**src/sv/dq_pkg.sv**
```systemverilog
// Shared types and constants for the double-ended queue.
`default_nettype none
package dq_pkg;

  localparam int unsigned DATA_W = 32;

  localparam logic signed [DATA_W-1:0] EMPTY_VALUE = -32'sd1;

  typedef enum logic [2:0] {
    CMD_PEEK       = 3'd0,
    CMD_PUSH_FRONT = 3'd1,
    CMD_PUSH_BACK  = 3'd2,
    CMD_POP_FRONT  = 3'd3,
    CMD_POP_BACK   = 3'd4
  } dq_cmd_t;

  typedef enum logic [1:0] {
    OP_HOLD       = 2'd0,
    OP_SHIFT_UP   = 2'd1,
    OP_SHIFT_DOWN = 2'd2,
    OP_WRITE      = 2'd3
  } dq_op_t;

  typedef struct packed {
    dq_op_t                   op;
    logic signed [DATA_W-1:0] data;
  } dq_ctrl_t;

endpackage
`default_nettype wire

```
**src/sv/double_ended_queue_top.sv**
```systemverilog
// Top level of the bounded double-ended queue built from two rows of cells.
//
//   channel   ports                               handshake
//   -------   ---------------------------------   ----------------------------------
//   command   in_cmd, in_value                    start high while busy low
//   result    out_* (both ends, count, flags)     out_valid for one cycle, no stall
//
// One command is accepted per clock cycle while busy is low; its result word
// appears on the result ports in the cycle after acceptance, for exactly one
// cycle. The cell rows shift, write or hold all their entries at the same
// clock edge. Reset is synchronous and active low; busy is high during reset
// and for the cycle in which reset is released, and low afterwards. The
// receiver cannot stall, so nothing ever waits inside the block.
//
// The queue is kept twice. The front row holds the entries in order from the
// front, so cell zero is the front entry; the back row holds them in order
// from the back, so its cell zero is the back entry. A push at one end shifts
// that end's row up by one and writes the word at slot count of the other
// row. A pop at one end shifts that end's row down and merely shortens the
// other row through the count. Both reported ends thus come straight from a
// cell, with no read multiplexer over the entries.
`default_nettype none
module double_ended_queue_top
  import dq_pkg::*;
#(
  parameter int unsigned CAPACITY = 16,
  localparam int unsigned CNT_W   = $clog2(CAPACITY + 1)
) (
  input  wire logic                     clk,
  input  wire logic                     rst_n,
  input  wire logic                     start,
  output logic                          busy,
  input  wire logic [2:0]               in_cmd,
  input  wire logic signed [DATA_W-1:0] in_value,
  output logic                          out_valid,
  output logic signed [DATA_W-1:0]      out_front_value,
  output logic signed [DATA_W-1:0]      out_back_value,
  output logic [CNT_W-1:0]              out_entry_count,
  output logic                          out_is_empty,
  output logic                          out_push_dropped
);

  logic             busy_r;
  logic             valid_r;
  logic             valid_nxt;
  logic             dropped_r;
  logic             dropped_nxt;
  logic [CNT_W-1:0] count_r;
  logic [CNT_W-1:0] count_nxt;

  logic             accept;
  logic             full;
  logic             empty;
  dq_ctrl_t         f_ctrl;
  dq_ctrl_t         b_ctrl;
  logic signed [DATA_W-1:0] f_head;
  logic signed [DATA_W-1:0] b_head;

  assign accept = start && !busy_r;
  assign full   = (count_r == CNT_W'(CAPACITY));
  assign empty  = (count_r == '0);

  // Command decode: choose what each row does and the new entry count.
  always_comb begin
    f_ctrl.op   = OP_HOLD;
    f_ctrl.data = in_value;
    b_ctrl.op   = OP_HOLD;
    b_ctrl.data = in_value;
    count_nxt   = count_r;
    dropped_nxt = 1'b0;
    valid_nxt   = accept;
    if (accept) begin
      case (in_cmd)
        CMD_PUSH_FRONT: begin
          if (full) begin
            dropped_nxt = 1'b1;
          end else begin
            f_ctrl.op = OP_SHIFT_UP;
            b_ctrl.op = OP_WRITE;
            count_nxt = count_r + CNT_W'(1);
          end
        end
        CMD_PUSH_BACK: begin
          if (full) begin
            dropped_nxt = 1'b1;
          end else begin
            f_ctrl.op = OP_WRITE;
            b_ctrl.op = OP_SHIFT_UP;
            count_nxt = count_r + CNT_W'(1);
          end
        end
        CMD_POP_FRONT: begin
          if (!empty) begin
            f_ctrl.op = OP_SHIFT_DOWN;
            count_nxt = count_r - CNT_W'(1);
          end
        end
        CMD_POP_BACK: begin
          if (!empty) begin
            b_ctrl.op = OP_SHIFT_DOWN;
            count_nxt = count_r - CNT_W'(1);
          end
        end
        default: begin
          // Peek and the unused codes leave the queue as it is.
        end
      endcase
    end
  end

  always_ff @(posedge clk) begin
    if (!rst_n) begin
      busy_r    <= 1'b1;
      valid_r   <= 1'b0;
      dropped_r <= 1'b0;
      count_r   <= '0;
    end else begin
      busy_r    <= 1'b0;
      valid_r   <= valid_nxt;
      dropped_r <= dropped_nxt;
      count_r   <= count_nxt;
    end
  end

  dq_row #(
    .DEPTH (CAPACITY),
    .CNT_W (CNT_W)
  ) u_front_row (
    .clk     (clk),
    .ctrl    (f_ctrl),
    .wr_slot (count_r),
    .head    (f_head)
  );

  dq_row #(
    .DEPTH (CAPACITY),
    .CNT_W (CNT_W)
  ) u_back_row (
    .clk     (clk),
    .ctrl    (b_ctrl),
    .wr_slot (count_r),
    .head    (b_head)
  );

  // The cells and the count already hold the state after the last command,
  // so the result word is read directly from them in the cycle after it.
  assign busy             = busy_r;
  assign out_valid        = valid_r;
  assign out_front_value  = empty ? EMPTY_VALUE : f_head;
  assign out_back_value   = empty ? EMPTY_VALUE : b_head;
  assign out_entry_count  = count_r;
  assign out_is_empty     = empty;
  assign out_push_dropped = dropped_r;

endmodule
`default_nettype wire

```
**src/sv/dq_cell.sv**
```systemverilog
// One storage cell of a queue row: holds a word and trades it with its neighbors.
`default_nettype none
module dq_cell
  import dq_pkg::*;
(
  input  wire logic                     clk,
  input  wire dq_ctrl_t                 ctrl,
  input  wire logic                     sel,
  input  wire logic signed [DATA_W-1:0] lower_d,
  input  wire logic signed [DATA_W-1:0] upper_d,
  output logic signed [DATA_W-1:0]      q
);

  logic signed [DATA_W-1:0] word_r;
  logic signed [DATA_W-1:0] word_nxt;

  always_comb begin
    word_nxt = word_r;
    case (ctrl.op)
      OP_SHIFT_UP:   word_nxt = lower_d;
      OP_SHIFT_DOWN: word_nxt = upper_d;
      OP_WRITE:      if (sel) word_nxt = ctrl.data;
      default:       word_nxt = word_r;
    endcase
  end

  always_ff @(posedge clk) begin
    word_r <= word_nxt;
  end

  assign q = word_r;

endmodule
`default_nettype wire

```
**src/sv/dq_row.sv**
```systemverilog
// A row of queue cells with its head at cell zero.
`default_nettype none
module dq_row
  import dq_pkg::*;
#(
  parameter int unsigned DEPTH = 16,
  parameter int unsigned CNT_W = $clog2(DEPTH + 1)
) (
  input  wire logic                     clk,
  input  wire dq_ctrl_t                 ctrl,
  input  wire logic [CNT_W-1:0]         wr_slot,
  output logic signed [DATA_W-1:0]      head
);

  logic signed [DATA_W-1:0] q   [DEPTH];
  logic signed [DATA_W-1:0] low [DEPTH];
  logic signed [DATA_W-1:0] up  [DEPTH];
  logic [DEPTH-1:0]         sel;

  for (genvar i = 0; i < DEPTH; i++) begin : g_cell
    // Each cell recognizes its own slot number on the broadcast write slot.
    assign sel[i] = (wr_slot == CNT_W'(i));

    if (i == 0) begin : g_first
      assign low[i] = ctrl.data;
    end else begin : g_mid_low
      assign low[i] = q[i-1];
    end

    if (i == DEPTH - 1) begin : g_last
      assign up[i] = '0;
    end else begin : g_mid_up
      assign up[i] = q[i+1];
    end

    dq_cell u_cell (
      .clk     (clk),
      .ctrl    (ctrl),
      .sel     (sel[i]),
      .lower_d (low[i]),
      .upper_d (up[i]),
      .q       (q[i])
    );
  end

  assign head = q[0];

endmodule
`default_nettype wire

```
**config.mk**
```make
export PLATFORM = sky130hd
export DESIGN_NAME = double_ended_queue_top
export DESIGN_NICKNAME = d
export VERILOG_FILES = /design/src/sv/dq_pkg.sv /design/src/sv/double_ended_queue_top.sv /design/src/sv/dq_cell.sv /design/src/sv/dq_row.sv
export SDC_FILE = /design/constraint.sdc
export NUM_CORES = 1
export LEC_CHECK = 0
export BUFFER_PORTS_ARGS = -buffer_cell sky130_fd_sc_hd__buf_2
export CORE_ASPECT_RATIO = 1.4
export CORE_MARGIN = 10
export CORE_UTILIZATION = 55
export CTS_CLUSTER_DIAMETER = 200
export CTS_CLUSTER_SIZE = 20
export DETAILED_ROUTE_END_ITERATION = 10
export GPL_TIMING_DRIVEN = 0
export HOLD_SLACK_MARGIN = 0.15
export PLACE_DENSITY_LB_ADDON = 0.12
export SLEW_MARGIN = 25
export SYNTH_ARGS = -nofsm -noshare
export SYNTH_HDL_FRONTEND = slang
export SYNTH_SLANG_ARGS = --single-unit
```
**constraint.sdc**
```tcl
create_clock -name clk -period 14.1 [get_ports clk]
set_input_delay 4.23 -clock clk [delete_from_list [all_inputs] [get_ports clk]]
set_output_delay 4.23 -clock clk [all_outputs]
set_load 0.02 [all_outputs]
```
# [After elaboration in Yosys (flattened, before gate mapping)]
# Cells that the tools add are included.
[word_totals] reg_bits=1032 word_cells=202 output_inout_bits=73 romBits=0 mem_count=0 mem_bits_rw=0 in_bits=38 latch_bits=0
[op_classes] shift=0 mul=0 n_div=0 magnitude_cmp=0 n_eq_ne=60 add_sub_neg=2 n_mux=62 n_bitwise=0 reduce_logical=42
[op_table] op="$pmux 32 s3" n=32
[op_table] op="$mux 32" n=18
[op_table] op="$reduce_and 2->1" n=32
[op_table] op="$eq 5x4->1 const B" n=8
[op_table] op="$ne 2x2->1 const B" n=19
[op_table] op="$ne 2x1->1 const B" n=15
[op_table] op="$eq 5x3->1 const B" n=4
[op_table] op="$pmux 2 s3" n=2
[op_table] op="$eq 5x2->1 const B" n=2
[op_table] op="$mux 5" n=2
[op_table] op="$pmux 5 s2" n=1
[op_table] op="$eq 2x2->1 const B" n=4
[op_table] op="$mux 2" n=4
[op_table] op="$eq 3x2->1 const B" n=2
[op_table] op="$reduce_bool 3->1" n=2
[op_table] op="$add 5x1->5 const B" n=1
[op_table] op="$eq 5x1->1 const B" n=1
[op_table] op="$eq 5x5->1 const B" n=1
[op_table] op="$logic_not 5->1" n=1
[op_table] op="$sub 5x1->5 const B" n=1
[op_table] op="$eq 2x1->1 const B" n=2
[op_table] op="$reduce_and 4->1" n=1
[op_table] op="$reduce_or 2->1" n=2
[op_table] op="$eq 3x1->1 const B" n=1
[op_table] op="other kinds (6)" n=8

# [Logic depth before layout (Yosys ltp)]
[logic_depth] ltp_word=7 mapped_depth=12 ltp_nobuf=10

# [Hierarchy]
# A second synthesis with hierarchy kept.
[hier_totals] hier_cells=6852 hier_area_um2=68568.3
[modules_own_cells] module="dq_cell (u_back_row.g_cell[3].u_cell ...)" area_each_um2=2120.8 cells_each=219 instances=23
[modules_own_cells] module="dq_cell (u_back_row.g_cell[0].u_cell ...)" area_each_um2=2064.5 cells_each=182 instances=9
[modules_own_cells] module="double_ended_queue_top" area_each_um2=977.2 cells_each=129 instances=1
[modules_own_cells] module="dq_row" area_each_um2=116.4 cells_each=24 instances=2

# [Least setup slack after synthesis]
# Ideal clock, no wire load.
[synth_timing] path_kind="input-to-reg" from="in in_cmd[2]" to="reg u_back_row.g_cell[4].u_cell.word_r[0] (enable)" setup_ps=433 stages=7 path_buffers=2 setup_slack_ps=6350 required_ps=13667 arrival_ps=7318 cell_sequence="buf_4 -> xor2_1 -> a2111oi_0 -> ha_1 -> clkbuf_1 -> nand2_1 -> o22ai_1"
[synth_between] elab_chain_len=6 word_cells_on_any_way=11
[synth_rtl] element="from (decl)" line_no="double_ended_queue_top.sv:33" source="input wire logic [2:0] in_cmd,"
[synth_rtl] element="$eq 3x3->1, or another cell as far along" line_no="double_ended_queue_top.sv:73" source="case (in_cmd)"
[synth_rtl] element="$pmux 2 s3 *" line_no="double_ended_queue_top.sv:73"
[synth_rtl] element="$mux 2 *" line_no="double_ended_queue_top.sv:72" source="if (accept) begin"
[synth_rtl] element="$eq 2x2->1 or $eq 2x1->1 (tied branches)" line_no="dq_cell.sv:19" source="case (ctrl.op)"
[synth_rtl] element="$ne 2x2->1 (no source line) or $reduce_bool 3->1 (tied branches)"
[synth_rtl] element="$reduce_and 2->1 (no source line) *"
[synth_rtl] element="to (signal assigned)" line_no="dq_cell.sv:28" source="word_r <= word_nxt;"
[synth_rtl] element="to (decl)" line_no="dq_cell.sv:14" source="logic signed [DATA_W-1:0] word_r;"
# Every way passes the cells marked *; elsewhere a longest branch is shown, timed or not.
# A chain may end at the register's enable or synchronous reset.

# [Worst setup path in the final report]
[layout_timing] from="reg count_r[0], in the netlist out_entry_count[0]" to="out out_back_value[23]"
[layout_between] elab_chain_len=2
[layout_rtl] element="from (decl)" line_no="double_ended_queue_top.sv:48" source="logic [CNT_W-1:0] count_r;"
[layout_rtl] element="from (signal assigned)" line_no="double_ended_queue_top.sv:121" source="count_r <= count_nxt;"
[layout_rtl] element="$logic_not 5->1" line_no="double_ended_queue_top.sv:61" source="assign empty = (count_r == '0);"
[layout_rtl] element="$mux 32" line_no="double_ended_queue_top.sv:150" source="assign out_back_value = empty ? EMPTY_VALUE : b_head;"
[layout_rtl] element="to (decl)" line_no="double_ended_queue_top.sv:37" source="output logic signed [DATA_W-1:0] out_back_value,"
# Every way passes these cells.

==> impl_metrics.csv <==
group,metric,value,unit
outcome,status,"finished clean",
final_layout,area_growth,9.59,%
global_routing,grt_pass1_vias,31308,
route,drt_wl_total,148,mm
clocking,cts_buffer_depth,3,
sta,worst_hold_slack,0.557,ns
power,irDropWorstVdd,105,uV
sta,clock.fmax,127,MHz
setup_path,cpPeakStageDelay,0.62,ns
die,start_util,55.3,%
setup_path,cpMaxStageDelayCell,"clkbuf_1",
logic_synthesis,synth-edff-count,1024,
sta,rsz0062_at_grt,"false",
sta,drv_slew,0,
power,p_leak,0.0162,uW
placement,post-dp-hpwl,102,mm
sta,clock_skew,0.0318,ns
die,die_area,92500,um^2
logic_synthesis,ys_seq_elements,1032,
worst_hold_path,worst_hold_path_type,"reg2reg",
clocking,cts_max_level,2,
setup_path,criticalPathCategory,"reg2out",
sta,slew_headroom,21.6,%
placement,gp_congestion,0.940,
route,vias_per_cell,7.70,
die,die_h,356,um
setup_path,reg2reg_depth,10,
final_layout,diodes,0,
die,die_w,260,um
sta,setup_slack,6.22,ns
global_routing,grt_first_pass_wirelength,213,mm
clocking,insertion_delay,0.69,ns
logic_synthesis,syn_nets,2726,
setup_path,cp-start-kind,"flip-flop",
route,via_count,30482,
logic_synthesis,syn_inst,2678,
logic_synthesis,yosysTopAreaCellShare,69.4,%
logic_synthesis,synth_area,44300,um^2
clocking,clkSlewWorstSetupHoldPaths,0.09,ns
logic_synthesis,ys_async_sr_fraction,0,%
setup_path,cp_max_fo,10,
route,ant_nets,0,
logic_synthesis,synth_commonest_cells,"1024 x edfxtp_1, 896 x a221o_1, 225 x clkbuf_1",
final_layout,fillerInstances,6057,
final_layout,multi_input_area,12000,um^2
final_layout,fin_util,60.6,%
worst_hold_path,min_path_cells,1,
clocking,cts_resized,0,
sta,period_share,55.9,%
sta,tns,0,ns
route,drtIter0Drc,4853,
sta,worst_pin_slew,1.18,ns
die,io-pin-count,111,
global_routing,grt_max_degree,33,
placement,pre_cts_ws,5.86,ns
logic_synthesis,seq_area_frac_synth,69.7,%
flow_run,maxCapViolCount,0,
sta,setup_viol,0,
setup_path,crit_required,9.87,ns
final_layout,seqCellArea,30900,um^2
logic_synthesis,synth_top_area_cell,"edfxtp_1",
clocking,cts-root-buf,"clkbuf_16",
logic_synthesis,synth_cell_types,46,
logic_synthesis,synth_area_leaders,"edfxtp_1 69%, a221o_1 20%, clkbuf_1 1.9%",
power,power_density,119,nW/um^2
final_layout,num-nets-final,2919,
sta,finalHoldViolCount,0,
global_routing,antenna_found_initial,6,
final_layout,final_layout_size_suffix_gt1_share,16.9,%
clocking,post_cts_buffers,0,
route,drc,0,
die,core_area,80200,um^2
placement,io_buffers,108,
logic_synthesis,synth_flop_cell,"edfxtp_1",
clocking,numCtsBuffers,57,
final_layout,fin_cells,3957,
setup_path,path_cells,"inv_1 > ha_1 > nand2b_1 > nor3_2 > clkbuf_2 > clkbuf_1 > or2_2 > buf_2",
setup_path,worst_setup_path_end_kind,"output port",
global_routing,gr-usage-all-layers,31.0,%
die,fp-row-count,123,
clocking,cts_hold_buf,0,
route,wire_per_inst,37.3,um
logic_synthesis,yosys_warnings,0,
clocking,numClockSinks,1032,
sta,min_period,7.88,ns
route,dr.pass1.iters,6,
logic_synthesis,yosysMostFrequentCell,"edfxtp_1",
setup_path,cp.arrival,3.65,ns
global_routing,overflow,0,
logic_synthesis,avgSynthCellArea,16.6,um^2
clocking,cts_tree,"done",
placement,post-place-cells,3874,
==> layout by cell type, fill, tap and decap left out, types with 3 or more instances in the layout <==
cell and n:
a21oi_1 4, a21o_4 8, nand3_1 3, nor3_1 5, ha_1 10, nor2_1 10
buf_12 3, buf_2 230, clkbuf_1 247, nand2b_1 5, edfxtp_1 1024, mux2_2 64
a21o_1 65, inv_1 6, a21o_2 20, or2_2 64, a221o_1 896, clkbuf_16 59
o21ai_0 5, and3_1 7, dfxtp_1 8, buf_16 22, buf_6 4, and2_1 66
buf_1 14, nand2_1 9, mux2i_1 3
==> flip-flops by register name, indices dropped and copies added, names as in the netlist <==
name,count
u_back_row.g_cell.u_cell.q,512
out_entry_count,5
out_valid,1
u_front_row.g_cell.u_cell.q,512
out_push_dropped,1
busy,1
==> layout make-up <==
cell class	count	share of cell area (%)
Buffer	368	3.24
Clock buffer	81	3.21
Clock inverter	2	0.0361
Inverter	6	0.0464
Multi-Input combinational cell	1272	24.6
Sequential cell	1032	63.6
Tap cell	1062	2.74
Timing Repair Buffer	134	2.50
==> routing by layer <==
layer,up-vias,wire length [um],track usage [%]
met5,-,13,0
met4,2,9210,16.8
met3,504,13500,5.50
met2,2342,72600,52.5
met1,15543,52400,37.3
li1,12091,-,-
==> power by group <==
| part | total [uW] | switching, uW | internal, uW |
|---|---|---|---|
| clock network | 1770 | 1000 | 767 |
| registers | 3560 | 62.2 | 3500 |
| logic | 429 | 265 | 164 |
==> cell families (layout without fill, tap and decap cells) <==
family / after synthesis / after routing / share of synthesized area (%)
xor+xnor: 4 / 4 / 0.0790
mux: 67 / 67 / 1.69
flops: 1032 / 1032 / 69.7
compound gates: 1012 / 1012 / 22.2
fa+ha+maj: 10 / 10 / 0.282
buf+inv: 374 / 591 / 3.60
simple gates: 179 / 179 / 2.42
==> worst max-delay path: cells and delay by family (launching register included) <==
kind / cells / cell delay, ns
buffers and inverters: 4 / 1.42
and+or+nand+nor: 3 / 0.82
DFF: 1 / 0.38
adders and majority gates: 1 / 0.35
==> through the flow <==
step	total power (uW)	area, um^2
5_1_grt	5880	48600
3_3_place_gp	4010	46200
3_5_place_dp	4050	47000
4_1_cts	5750	48600
6_report	5760	48600
2_1_floorplan	3850	44300
==> path summary, 6_finish.rpt <==
path,startpoint,to,slack [ns]
min reg2reg,u_back_row.g_cell[14].u_cell.q[29],u_back_row.g_cell[15].u_cell.q[29],0.56
max,out_entry_count[0],out_back_value[23],6.22
min,u_back_row.g_cell[14].u_cell.q[29],u_back_row.g_cell[15].u_cell.q[29],0.56
max reg2reg,out_entry_count[0],u_back_row.g_cell[2].u_cell.q[8],9.30
Power figures use the tool's default switching activity.
